**src/sv/qeb_pkg.sv**
```systemverilog
// Shared types and constants for the quadrature encoder bank.
package qeb_pkg;

   // Item command codes
   typedef enum logic {
      CMD_POLL    = 1'b0,
      CMD_CONSUME = 1'b1
   } cmd_type;

   // Decoded quadrature step
   typedef enum logic [1:0] {
      STEP_NONE = 2'd0,
      STEP_UP   = 2'd1,
      STEP_DOWN = 2'd2
   } step_type;

   // Per-lane control from the update stage
   typedef struct packed {
      logic poll;      // apply this item's phase pair
      logic counting;  // phases were captured before, so count steps
      logic clear;     // consume item reads and clears this lane
   } lane_ctl_type;

   localparam int PIN_LANES = 4;
   localparam int PHASE_WIDTH = 2;
   localparam int DELTA_WIDTH = 32;
   localparam int MILLI_WIDTH = 32;
   localparam int MICRO_WIDTH = 64;
   localparam int ELAPSED_WIDTH = 32;
   localparam int RES_WIDTH = 10;
   localparam int QUOT_WIDTH = 23;

   localparam logic [RES_WIDTH-1:0] US_PER_MS = 10'd1000;
   // ceil(2^36 / 125): exact quotient for any 29-bit dividend
   localparam logic [29:0] RECIP_125 = 30'd549755814;
   localparam int RECIP_SHIFT = 36;

   // Transition table: last phase pair to new phase pair
   function automatic step_type phase_step(input logic [1:0] last_ph,
                                           input logic [1:0] now_ph);
      step_type s;
      s = STEP_NONE;
      case ({last_ph, now_ph})
         4'b00_01: s = STEP_DOWN;
         4'b00_10: s = STEP_UP;
         4'b01_00: s = STEP_UP;
         4'b01_11: s = STEP_DOWN;
         4'b10_00: s = STEP_DOWN;
         4'b10_11: s = STEP_UP;
         4'b11_01: s = STEP_UP;
         4'b11_10: s = STEP_DOWN;
         default:  s = STEP_NONE;
      endcase
      return s;
   endfunction

endpackage

```
**src/sv/qeb_if.sv**
```systemverilog
// Valid/ready channel interfaces for poll/consume items and result items.
interface qeb_req_if;
   logic        valid;
   logic        ready;
   logic        command;
   logic [7:0]  encoder_pins;
   logic [31:0] elapsed_us;
   logic [1:0]  encoder_index;

   modport source (output valid, output command, output encoder_pins,
                   output elapsed_us, output encoder_index, input ready);
   modport sink   (input valid, input command, input encoder_pins,
                   input elapsed_us, input encoder_index, output ready);
endinterface

interface qeb_rsp_if;
   logic               valid;
   logic               ready;
   logic signed [31:0] delta_value;
   logic [31:0]        millis_now;
   logic [63:0]        micros_now;

   modport source (output valid, output delta_value, output millis_now,
                   output micros_now, input ready);
   modport sink   (input valid, input delta_value, input millis_now,
                   input micros_now, output ready);
endinterface

```
**src/sv/qeb_lane.sv**
```systemverilog
// One encoder lane: last phase pair and wrapping signed step total.
module qeb_lane (
   input  logic                                clock,
   input  logic                                reset,
   input  logic [qeb_pkg::PHASE_WIDTH-1:0]     phase,
   input  qeb_pkg::lane_ctl_type               ctl,
   output logic [qeb_pkg::DELTA_WIDTH-1:0]     total
);

   logic [qeb_pkg::PHASE_WIDTH-1:0] last_phase_ff, last_phase_in;
   logic [qeb_pkg::DELTA_WIDTH-1:0] total_ff, total_in;
   qeb_pkg::step_type               step;

   // Decode the transition from the stored phase pair
   assign step = qeb_pkg::phase_step(last_phase_ff, phase);

   // Hold, advance or clear the lane state
   always_comb begin
      last_phase_in = last_phase_ff;
      total_in      = total_ff;
      if (ctl.poll) begin
         last_phase_in = phase;
         if (ctl.counting) begin
            case (step)
               qeb_pkg::STEP_UP:   total_in = total_ff + 32'd1;
               qeb_pkg::STEP_DOWN: total_in = total_ff - 32'd1;
               default:            total_in = total_ff;
            endcase
         end
      end else if (ctl.clear) begin
         total_in = '0;
      end
   end

   always_ff @(posedge clock) begin
      if (reset) begin
         last_phase_ff <= '0;
         total_ff      <= '0;
      end else begin
         last_phase_ff <= last_phase_in;
         total_ff      <= total_in;
      end
   end

   assign total = total_ff;

endmodule

```
**src/sv/quadrature_encoder_bank_with_clock.sv**
```systemverilog
// Quadrature encoder bank with microsecond and millisecond time base.
//
// Usage:
//   req_chan carries one item per valid/ready handshake. A poll item
//   (command = poll) brings the A/B phase pairs of all encoders and the
//   microseconds elapsed since the previous poll; a consume item
//   (command = consume) names one encoder whose step delta is returned
//   and cleared. The first poll after reset only captures the phases.
//   rsp_chan returns exactly one item per request, in order, carrying the
//   consumed delta (zero for polls), the millisecond count and the
//   microsecond total after that item.
// Timing:
//   Four register stages: input, quotient by 1000, remainder, result.
//   One item is accepted every cycle unless every stage is full and
//   rsp_chan stalls. The 29x30 reciprocal multiply that splits elapsed
//   time into milliseconds sets the pipeline depth.
// Reset and stall:
//   Synchronous reset clears all deltas, phases and both clocks and
//   empties the pipeline. When rsp_chan stalls, the result is held and
//   the stages behind it keep filling; req_chan.ready drops only when
//   every stage holds an item.
module quadrature_encoder_bank_with_clock #(
   parameter int ENCODER_COUNT = 4
) (
   input  logic            clock,
   input  logic            reset,
   qeb_req_if.sink         req_chan,
   qeb_rsp_if.source       rsp_chan
);

   localparam int DW = qeb_pkg::DELTA_WIDTH;
   localparam int EW = qeb_pkg::ELAPSED_WIDTH;
   localparam int RW = qeb_pkg::RES_WIDTH;
   localparam int QW = qeb_pkg::QUOT_WIDTH;
   localparam int PW = EW - 3 + 30;

   // Stage valids and per-stage ready
   logic s1_valid_ff, s2_valid_ff, s3_valid_ff, s4_valid_ff;
   logic s4_ready, s3_ready, s2_ready, s1_ready;
   logic s1_load, s2_load, s3_load, s4_load;

   // Pipeline payload
   logic          s1_cmd_ff, s2_cmd_ff, s3_cmd_ff;
   logic [7:0]    s1_pins_ff, s2_pins_ff, s3_pins_ff;
   logic [EW-1:0] s1_elapsed_ff, s2_elapsed_ff, s3_elapsed_ff;
   logic [1:0]    s1_index_ff, s2_index_ff, s3_index_ff;
   logic [QW-1:0] s2_quot_ff, s3_quot_ff;
   logic [RW-1:0] s3_rem_ff;

   // Block state
   logic                          phase_captured_ff, phase_captured_in;
   logic [qeb_pkg::MICRO_WIDTH-1:0] micro_total_ff, micro_total_in;
   logic [qeb_pkg::MILLI_WIDTH-1:0] milli_total_ff, milli_total_in;
   logic [RW-1:0]                 micro_res_ff, micro_res_in;

   // Result register
   logic [DW-1:0] rsp_delta_ff;

   logic [PW-1:0] recip_prod;
   logic [RW-1:0] quot_low_x1000;
   logic [RW:0]   res_sum;
   logic          res_carry;
   logic          s3_poll, s3_consume;
   logic [DW-1:0] delta_sel;

   qeb_pkg::lane_ctl_type           lane_ctl   [ENCODER_COUNT];
   logic [qeb_pkg::PHASE_WIDTH-1:0] lane_phase [ENCODER_COUNT];
   logic [DW-1:0]                   lane_total [ENCODER_COUNT];

   // Ready chain: a stage takes an item when it is empty or moves on
   assign s4_ready = !s4_valid_ff || rsp_chan.ready;
   assign s3_ready = !s3_valid_ff || s4_ready;
   assign s2_ready = !s2_valid_ff || s3_ready;
   assign s1_ready = !s1_valid_ff || s2_ready;
   assign req_chan.ready = s1_ready;

   assign s1_load = req_chan.valid && s1_ready;
   assign s2_load = s1_valid_ff && s2_ready;
   assign s3_load = s2_valid_ff && s3_ready;
   assign s4_load = s3_valid_ff && s4_ready;

   always_ff @(posedge clock) begin
      if (reset) begin
         s1_valid_ff <= 1'b0;
         s2_valid_ff <= 1'b0;
         s3_valid_ff <= 1'b0;
         s4_valid_ff <= 1'b0;
      end else begin
         if (s1_ready) s1_valid_ff <= req_chan.valid;
         if (s2_ready) s2_valid_ff <= s1_valid_ff;
         if (s3_ready) s3_valid_ff <= s2_valid_ff;
         if (s4_ready) s4_valid_ff <= s3_valid_ff;
      end
   end

   // Capture the accepted item
   always_ff @(posedge clock) begin
      if (s1_load) begin
         s1_cmd_ff     <= req_chan.command;
         s1_pins_ff    <= req_chan.encoder_pins;
         s1_elapsed_ff <= req_chan.elapsed_us;
         s1_index_ff   <= req_chan.encoder_index;
      end
   end

   // Quotient by 1000: (elapsed >> 3) / 125 through the reciprocal
   assign recip_prod = PW'(s1_elapsed_ff[EW-1:3]) * PW'(qeb_pkg::RECIP_125);

   always_ff @(posedge clock) begin
      if (s2_load) begin
         s2_cmd_ff     <= s1_cmd_ff;
         s2_pins_ff    <= s1_pins_ff;
         s2_elapsed_ff <= s1_elapsed_ff;
         s2_index_ff   <= s1_index_ff;
         s2_quot_ff    <= recip_prod[qeb_pkg::RECIP_SHIFT +: QW];
      end
   end

   // Remainder below 1000 fits in 10 bits, so work modulo 1024
   assign quot_low_x1000 = RW'(s2_quot_ff[RW-1:0] * qeb_pkg::US_PER_MS);

   always_ff @(posedge clock) begin
      if (s3_load) begin
         s3_cmd_ff     <= s2_cmd_ff;
         s3_pins_ff    <= s2_pins_ff;
         s3_elapsed_ff <= s2_elapsed_ff;
         s3_index_ff   <= s2_index_ff;
         s3_quot_ff    <= s2_quot_ff;
         s3_rem_ff     <= s2_elapsed_ff[RW-1:0] - quot_low_x1000;
      end
   end

   assign s3_poll    = s4_load && (s3_cmd_ff == qeb_pkg::CMD_POLL);
   assign s3_consume = s4_load && (s3_cmd_ff == qeb_pkg::CMD_CONSUME);

   // Encoder lanes
   genvar k;
   generate
      for (k = 0; k < ENCODER_COUNT; k++) begin : g_lane
         if (k < qeb_pkg::PIN_LANES) begin : g_pin
            assign lane_phase[k] = s3_pins_ff[2*k +: 2];
         end else begin : g_nopin
            assign lane_phase[k] = '0;
         end

         assign lane_ctl[k].poll     = s3_poll;
         assign lane_ctl[k].counting = phase_captured_ff;
         assign lane_ctl[k].clear    = s3_consume && (k == int'(s3_index_ff));

         qeb_lane u_lane (
            .clock (clock),
            .reset (reset),
            .phase (lane_phase[k]),
            .ctl   (lane_ctl[k]),
            .total (lane_total[k])
         );
      end
   endgenerate

   // Select the consumed delta; an index past the bank reads zero
   always_comb begin
      delta_sel = '0;
      for (int i = 0; i < ENCODER_COUNT; i++) begin
         if (i == int'(s3_index_ff)) delta_sel = lane_total[i];
      end
   end

   // Advance both clocks on a poll
   assign res_sum   = {1'b0, micro_res_ff} + {1'b0, s3_rem_ff};
   assign res_carry = (res_sum >= {1'b0, qeb_pkg::US_PER_MS});

   always_comb begin
      phase_captured_in = phase_captured_ff;
      micro_total_in    = micro_total_ff;
      milli_total_in    = milli_total_ff;
      micro_res_in      = micro_res_ff;
      if (s3_poll) begin
         phase_captured_in = 1'b1;
         micro_total_in    = micro_total_ff
                           + qeb_pkg::MICRO_WIDTH'(s3_elapsed_ff);
         milli_total_in    = milli_total_ff
                           + qeb_pkg::MILLI_WIDTH'(s3_quot_ff)
                           + qeb_pkg::MILLI_WIDTH'(res_carry);
         micro_res_in      = res_carry ? RW'(res_sum - {1'b0, qeb_pkg::US_PER_MS})
                                       : RW'(res_sum);
      end
   end

   always_ff @(posedge clock) begin
      if (reset) begin
         phase_captured_ff <= 1'b0;
         micro_total_ff    <= '0;
         milli_total_ff    <= '0;
         micro_res_ff      <= '0;
      end else begin
         phase_captured_ff <= phase_captured_in;
         micro_total_ff    <= micro_total_in;
         milli_total_ff    <= milli_total_in;
         micro_res_ff      <= micro_res_in;
      end
   end

   // Result register; the clocks are read from the state just written
   always_ff @(posedge clock) begin
      if (s4_load) begin
         rsp_delta_ff <= s3_consume ? delta_sel : '0;
      end
   end

   assign rsp_chan.valid       = s4_valid_ff;
   assign rsp_chan.delta_value = rsp_delta_ff;
   assign rsp_chan.millis_now  = milli_total_ff;
   assign rsp_chan.micros_now  = micro_total_ff;

   // Residual stays below one millisecond
   a_res_range: assert property (@(posedge clock) disable iff (reset)
      micro_res_ff < qeb_pkg::US_PER_MS)
      else $error("millisecond residual out of range");

   // A consume item leaves the clocks alone
   a_consume_clock: assert property (@(posedge clock) disable iff (reset)
      (s4_load && s3_cmd_ff == qeb_pkg::CMD_CONSUME) |=>
         $stable(micro_total_ff) && $stable(milli_total_ff))
      else $error("clock advanced on consume item");

   // Clocks only move when an item enters the result register
   a_clock_hold: assert property (@(posedge clock) disable iff (reset)
      !s4_load |=> $stable(micro_total_ff) && $stable(micro_res_ff))
      else $error("clock changed without a result");

   // Once captured, phases stay captured until reset
   a_captured: assert property (@(posedge clock) disable iff (reset)
      phase_captured_ff |=> phase_captured_ff)
      else $error("phase capture flag dropped");

   // A full pipeline facing a stalled receiver refuses new items
   a_full_stall: assert property (@(posedge clock) disable iff (reset)
      (s1_valid_ff && s2_valid_ff && s3_valid_ff && s4_valid_ff && !rsp_chan.ready)
         |-> !req_chan.ready)
      else $error("item accepted into a full pipeline");

endmodule

```
**src/flat_wrapper.sv**
```systemverilog
// flat-port wrapper written by rule: the top's interface ports become plain ports
module quadrature_encoder_bank_with_clock_flat 
#(
   parameter int ENCODER_COUNT = 4
)
  (clock, reset, req_chan_valid, req_chan_command, req_chan_encoder_pins, req_chan_elapsed_us, req_chan_encoder_index, req_chan_ready, rsp_chan_valid, rsp_chan_delta_value, rsp_chan_millis_now, rsp_chan_micros_now, rsp_chan_ready);
  qeb_req_if req_chan_i ();
  qeb_rsp_if rsp_chan_i ();
  input  logic clock;
  input  logic reset;
  input wire logic [$bits(req_chan_i.valid)-1:0] req_chan_valid;
  input wire logic [$bits(req_chan_i.command)-1:0] req_chan_command;
  input wire logic [$bits(req_chan_i.encoder_pins)-1:0] req_chan_encoder_pins;
  input wire logic [$bits(req_chan_i.elapsed_us)-1:0] req_chan_elapsed_us;
  input wire logic [$bits(req_chan_i.encoder_index)-1:0] req_chan_encoder_index;
  output wire logic [$bits(req_chan_i.ready)-1:0] req_chan_ready;
  output wire logic [$bits(rsp_chan_i.valid)-1:0] rsp_chan_valid;
  output wire logic [$bits(rsp_chan_i.delta_value)-1:0] rsp_chan_delta_value;
  output wire logic [$bits(rsp_chan_i.millis_now)-1:0] rsp_chan_millis_now;
  output wire logic [$bits(rsp_chan_i.micros_now)-1:0] rsp_chan_micros_now;
  input wire logic [$bits(rsp_chan_i.ready)-1:0] rsp_chan_ready;
  assign req_chan_i.valid = req_chan_valid;
  assign req_chan_i.command = req_chan_command;
  assign req_chan_i.encoder_pins = req_chan_encoder_pins;
  assign req_chan_i.elapsed_us = req_chan_elapsed_us;
  assign req_chan_i.encoder_index = req_chan_encoder_index;
  assign req_chan_ready = req_chan_i.ready;
  assign rsp_chan_valid = rsp_chan_i.valid;
  assign rsp_chan_delta_value = rsp_chan_i.delta_value;
  assign rsp_chan_millis_now = rsp_chan_i.millis_now;
  assign rsp_chan_micros_now = rsp_chan_i.micros_now;
  assign rsp_chan_i.ready = rsp_chan_ready;
  quadrature_encoder_bank_with_clock #(.ENCODER_COUNT(ENCODER_COUNT)) u_core (.clock(clock), .reset(reset), .req_chan(req_chan_i), .rsp_chan(rsp_chan_i));
endmodule
```
**config.mk**
```make
export PLATFORM = sky130hd
export DESIGN_NAME = quadrature_encoder_bank_with_clock_flat
export DESIGN_NICKNAME = d
export VERILOG_FILES = /design/src/sv/qeb_pkg.sv /design/src/sv/qeb_if.sv /design/src/sv/qeb_lane.sv /design/src/sv/quadrature_encoder_bank_with_clock.sv /design/src/flat_wrapper.sv
export SDC_FILE = /design/constraint.sdc
export NUM_CORES = 2
export LEC_CHECK = 0
export ABC_AREA = 1
export BUFFER_PORTS_ARGS = -buffer_cell sky130_fd_sc_hd__buf_2
export CORE_AREA = 2 2 294 296
export CTS_BUF_LIST = sky130_fd_sc_hd__clkbuf_2 sky130_fd_sc_hd__clkbuf_4 sky130_fd_sc_hd__clkbuf_8
export DETAILED_ROUTE_END_ITERATION = 8
export DIE_AREA = 0 0 296 298
export PLACE_DENSITY = 0.68
export SKIP_CTS_REPAIR_TIMING = 1
export SYNTH_ARGS = -nofsm -noshare
export SYNTH_HDL_FRONTEND = slang
export SYNTH_SLANG_ARGS = --single-unit
```
**constraint.sdc**
```tcl
create_clock -name clock -period 13.5 [get_ports clock]
set_clock_uncertainty 0.05 [all_clocks]
set_input_delay 1.35 -clock clock [delete_from_list [all_inputs] [get_ports clock]]
set_output_delay 1.35 -clock clock [all_outputs]
set_load 0.02 [all_outputs]
```
# Word level (Yosys, flattened, before mapping)

Memory sizes are Yosys's and may differ from the RTL's.
Cells that the tools add are included.

Add/sub/neg operators: 14
Multipliers: 2
Magnitude comparators: 1
Eq/ne operators: 16
Muxes and demuxes: 21
Bitwise logic cells: 1
Reductions and logical operators: 27

Operators with widths:

| cell                                                                 | count |
|---|---|
| two-way mux 32 bit                                                   | 16 |
| case mux 32 bit (2 select lines)                                     | 4 |
| adder 32 x 1 -> 32 bit (second input constant)                       | 4 |
| subtractor 32 x 1 -> 32 bit (second input constant)                  | 4 |
| adder 64 x 32 -> 64 bit                                              | 1 |
| multiplier 29 x 29 -> 58 bit (second input constant)                 | 1 |
| adder 32 x 1 -> 32 bit                                               | 1 |
| adder 32 x 23 -> 32 bit                                              | 1 |
| inequality test 3 bit (second input constant)                        | 4 |
| AND reduction 3 bit                                                  | 4 |
| adder 10 x 10 -> 11 bit                                              | 1 |
| greater-or-equal comparator 11 x 10 -> 1 bit (second input constant) | 1 |
| logical AND 1 bit                                                    | 10 |
| multiplier 10 x 7 -> 7 bit (second input constant)                   | 1 |
| two-way mux 10 bit                                                   | 1 |
| subtractor 10 bit                                                    | 1 |
| subtractor 10 bit (second input constant)                            | 1 |
| == test 2 x 1 -> 1 bit (second input constant)                       | 4 |
| == test 2 bit (second input constant)                                | 4 |
| nonzero test 2 bit                                                   | 4 |
| == test 2 bit (first input constant)                                 | 2 |
| zero test 1 bit                                                      | 4 |
| logical OR 1 bit                                                     | 4 |
| == test 1 x 2 -> 1 bit (first input constant)                        | 1 |
| other kinds (3)                                                      | 3 |

Bits in registers: 464
Bits in read-only memories: 128
Output and inout port bits: 130
Logic and storage cells: 118
Memories: 4

Memories:

| memory          | depth | bits a word | read ports | clocked after memory_dff | wr ports | line          | RTL |
|---|---|---|---|---|---|---|---|
| (no name shown) | 16    | 2           | 1          | 0                        | 0        | qeb_pkg.sv:43 | `case ({last_ph, now_ph})` |
| (no name shown) | 16    | 2           | 1          | 0                        | 0        | qeb_pkg.sv:43 |  |
| (no name shown) | 16    | 2           | 1          | 0                        | 0        | qeb_pkg.sv:43 |  |
| (no name shown) | 16    | 2           | 1          | 0                        | 0        | qeb_pkg.sv:43 |  |

# Logic depth before layout (Yosys ltp)

Word-level depth: 7
Gate-level depth with buffers: 29

# Hierarchy

Synthesis repeated with hierarchy kept, for this count alone.

Cells, all modules: 6129
Area, all modules: 46025.4 µm²

By module, submodules not included:

| module                             | times used | cells an instance | area each (µm²) | sequential area each (µm²) |
|---|---|---|---|---|
| quadrature_encoder_bank_with_clock | 1          | 3645              | 31526.5         | 8648.3 |
| qeb_lane                           | 4          | 621               | 3624.7          | 680.7 |

# Worst setup path before layout

OpenSTA, ideal clock, no wires.

Path kind: register to register
From: register u_core.s1_elapsed_ff[11]
To: register u_core.s2_quot_ff[13], data pin
Setup time: 0.252 ns
Data arrival time: 5.771 ns
Data required time: 13.198 ns
Path slack: 7.427 ns
Cell stages (with the launch flop): 27
Path buffers: 0
Clock period less this slack: 6.073 ns
Cell sequence: edfxtp_1 > ha_1 > fa_1 > fa_1 > inv_1 > fa_1 > inv_1 > fa_1 > inv_1 > fa_1 > inv_1 > fa_1 > inv_1 > fa_1 > inv_1 > ha_1 > a21oi_1 > a21boi_0 > o21ai_0 > a21oi_1 > o21ai_0 > nand3_1 > nand2_1 > nand2_1 > nand2_1 > nand2_1 > nand2_1

Longest elaborated chain between the ends: 1

RTL lines:

| what                         | line                                      | RTL |
|---|---|---|
| start: declaration           | quadrature_encoder_bank_with_clock.sv:45  | `logic [EW-1:0] s1_elapsed_ff, s2_elapsed_ff, s3_elapsed_ff;` |
| start signal: assignment     | quadrature_encoder_bank_with_clock.sv:101 | `s1_elapsed_ff <= req_chan.elapsed_us;` |
| multiplier 29 x 29 -> 58 bit | quadrature_encoder_bank_with_clock.sv:107 | `assign recip_prod = PW'(s1_elapsed_ff[EW-1:3]) * PW'(qeb_pkg::RECIP_125);` |
| net u_core.recip_prod[49]    | quadrature_encoder_bank_with_clock.sv:59  | `logic [PW-1:0] recip_prod;` |
| end signal: assignment       | quadrature_encoder_bank_with_clock.sv:115 | `s2_quot_ff <= recip_prod[qeb_pkg::RECIP_SHIFT +: QW];` |
| end: declaration             | quadrature_encoder_bank_with_clock.sv:47  | `logic [QW-1:0] s2_quot_ff, s3_quot_ff;` |

The timed path passes the listed nets, and every way through them passes these cells.
A chain may end at the register's enable or synchronous reset.

# Final worst setup path

From: register u_core.s1_elapsed_ff[17]
To: register u_core.s2_quot_ff[13], data pin

Same word-level chain as after synthesis.

==> impl_metrics.env <==
export IMPL_ys_warn_count=0
export IMPL_holdPathStages=0
export IMPL_start_util=0.5086
export IMPL_die_area_mm2=0.08821
export IMPL_gr_usage_all_layers=0.3022
export IMPL_vias=37841
export IMPL_root_buffer="clkbuf_8"
export IMPL_synth_top_area_cell="ha_1"
export IMPL_port_buffer_count=176
export IMPL_synthFlopType="dfxtp_1"
export IMPL_wl_met2_um=56990
export IMPL_drc=0
export IMPL_die_height_um=298
export IMPL_fin_crit_sh=0.5055
export IMPL_synth_area_leaders="ha_1 17%, edfxtp_1 15%, fa_1 13%"
export IMPL_syn_area_mm2=0.04317
export IMPL_grt_ovfl_total=0
export IMPL_antenna_found_initial=4
export IMPL_dpl_hpwl_um=107000
export IMPL_worst_r2r_cell_count=24
export IMPL_row_count=107
export IMPL_finalSetupViolCount=0
export IMPL_tns_ns=0
export IMPL_synth_compound_area_frac=0.1448
export IMPL_cp_data_required_time_ns=13.92
export IMPL_synth_mux_area_fraction=0
export IMPL_maxCapViolations=0
export IMPL_crit_chain="ha_1 > fa_1 > fa_1 > inv_1 > fa_1 > inv_1 > fa_1 > fa_1 > fa_1 > inv_1 > fa_1 > inv_1 > ha_1 > nand2_1 > nor2_1 > inv_1 > nor2_1 > nand2_1 > o21ai_0 > nand3_1 > nand2_1 > nand2_1 > nand3_1 > nand2_1"
export IMPL_area_delta_synth_final_pct=9.321
export IMPL_synth_top_cell_area_share=0.1655
export IMPL_synth_async_reset_ratio=0
export IMPL_dr_wl_met3_um=9916
export IMPL_powerDensity_mw_per_mm2=254.9
export IMPL_grt_pass1_vias=36573
export IMPL_core_area_mm2=0.08488
export IMPL_period_minus_slack_ns=6.824
export IMPL_hold_path_class="flop to flop"
export IMPL_ant_nets=0
export IMPL_max_clock_path_buffers=3
export IMPL_leakagePower_nw=22.91
export IMPL_final_layout_size_suffix_gt1_frac=0.07572
export IMPL_clock_latency_ns=0.73
export IMPL_grt_pass1_wl_um=206900
export IMPL_grt_max_degree=92
export IMPL_ys_seq_area_frac=0.2634
export IMPL_io_pins=177
export IMPL_drt_wl_total_um=133900
export IMPL_fp_dieW_um=296
export IMPL_vdd_drop_max_v=0.0004642
export IMPL_via_per_inst=5.492
export IMPL_crit_arrival_ns=7.24
export IMPL_cpMostUsedCell="fa_1"
export IMPL_drt_iter0_drc=2921
export IMPL_netlist_instances=5473
export IMPL_cts_tree="yes"
export IMPL_synth_xor_area_share=0.02110
export IMPL_rsz0062_at_grt="no"
export IMPL_crit_type="flop to flop"
export IMPL_max_freq_mhz=146.5
export IMPL_synth_fa_ha_area_frac=0.2939
export IMPL_status="finished, final reports clean"
export IMPL_htree_levels=3
export IMPL_synthSimpleGateAreaFrac=0.1828
export IMPL_crit_fanout=11
export IMPL_maxSlewViolCount=0
export IMPL_final_util=0.5560
export IMPL_synth_most_common_cell="nand2_1"
export IMPL_synth_edf_count=214
export IMPL_cts_inserted_buffers=88
export IMPL_crit_path_end_kind="flop"
export IMPL_max_stage_delay_ns=0.80
export IMPL_wl_per_cell_um=19.43
export IMPL_num_nets_final=6566
export IMPL_syn_avg_cell_area_um2=7.888
export IMPL_clk_pin_slew_ns=0.08
export IMPL_ys_seq_elements=461
export IMPL_tightestPinTransition_ns=1.211
export IMPL_clkSinkCount=461
export IMPL_wl_met1_um=62740
export IMPL_ys_types=60
export IMPL_hold_viol_final=0
export IMPL_cp_slowest_cell="edfxtp_1"
export IMPL_relSlewSlack=0.1916
export IMPL_synth_top_family_by_area="adder cells"
export IMPL_place_congestion=0.9673
export IMPL_synth_fp_nets=6368
export IMPL_dr_pass1_iters=6
export IMPL_routed_top_layer="met5"
export IMPL_ys_top_cells_by_count="1,028 x nand2_1, 968 x inv_1, 571 x ha_1"
export IMPL_cp_start_kind="flop"
-- metal layers --
metal  vias to the layer above  global-route usage
met5                         -                   0
met4                         6             0.09392
met3                       222             0.04670
met2                      1297              0.4570
met1                     17824              0.4422
li1                      18492                   -
-- worst paths after layout --
check | from | to | slack, ns
setup / recovery | u_core.s1_elapsed_ff[17] | u_core.s2_quot_ff[13] | 6.68
hold / removal | u_core.s2_quot_ff[15] | u_core.s3_quot_ff[15] | 0.35
setup reg to reg | u_core.s1_elapsed_ff[17] | u_core.s2_quot_ff[13] | 6.68
hold reg to reg | u_core.s2_quot_ff[15] | u_core.s3_quot_ff[15] | 0.35
-- layout by cell type, fill, tap and decap left out, types with 19 or more instances in the layout --
cell type / count
a21o_1: 35
a21oi_1: 525
a31oi_1: 26
buf_2: 175
buf_4: 22
clkbuf_8: 97
dfxtp_1: 247
edfxtp_1: 214
fa_1: 277
ha_1: 570
inv_1: 964
nand2_1: 1028
nand3_1: 232
nand3b_1: 20
nand4_1: 53
nor2_1: 377
nor3_1: 59
nor4_1: 19
o211ai_1: 49
o21a_1: 24
o21ai_0: 299
o21ai_1: 57
o21bai_1: 54
or2_2: 24
xnor2_1: 32
xor2_1: 72
-- sequential cells by signal (all words and copies together) (netlist names), 10 cells and up --
name                         cells
u_core.s3_elapsed_ff            29
u_core.s3_rem_ff                10
u_core.rsp_chan.delta_value     32
u_core.micro_res_ff             10
u_core.rsp_chan.millis_now      32
u_core.g_lane.u_lane.total     128
u_core.s2_elapsed_ff            32
u_core.s2_quot_ff               23
u_core.s1_elapsed_ff            32
u_core.rsp_chan.micros_now      64
u_core.s3_quot_ff               23
-- power breakdown --
| group | switching, W | leakage, nW | internal (W) |
|---|---|---|---|
| sequential | 0.0000671 | 4.00 | 0.00169 |
| combinational | 0.00566 | 17.9 | 0.00309 |
| clock | 0.000691 | 0.978 | 0.000835 |
-- cell families (layout without fill, tap and decap cells) --
kind of cell,after synthesis,in the layout
simple gates,1866,1866
compound gates,1125,1125
buf+inv,1069,1341
fa+ha+maj,848,848
flops,461,461
xor+xnor,104,104
other cells,0,1
-- critical path: cells and delay by family, from the launching register on --
family / cells / cell delay [ns]
buf+inv: 5 / 0.29
compound gates: 1 / 0.42
flops: 1 / 0.80
simple gates: 9 / 0.91
fa+ha+maj: 9 / 4.09
-- cell type report --
type / count / area [µm²]
well taps: 1144 / 1431
clock inverters: 50 / 436.7
multi-input cells: 3943 / 27770
repair buffers: 197 / 1041
clock buffers: 114 / 1463
inverters: 980 / 3684
fillers: 8184 / 37680
flip-flops and latches: 461 / 11370
diodes: 1 / 2.502
-- metrics by stage --
step | power, W | hold WS, ns | area, µm² | instances | worst slack (ns)
2_1_floorplan | 0.007916 | 0.3503 | 43170 | 5473 | 7.427
3_3_place_gp | 0.01027 | 0.3517 | 45290 | 6725 | 6.814
3_5_place_dp | 0.01031 | 0.3545 | 45290 | 6725 | 6.791
4_1_cts | 0.01192 | 0.3570 | 47190 | 6889 | 6.781
5_1_grt | 0.01323 | 0.3678 | 47190 | 6890 | 6.381
6_report | 0.01203 | 0.3538 | 47190 | 6890 | 6.676
Note: power is estimated with default switching activity, not from simulation.
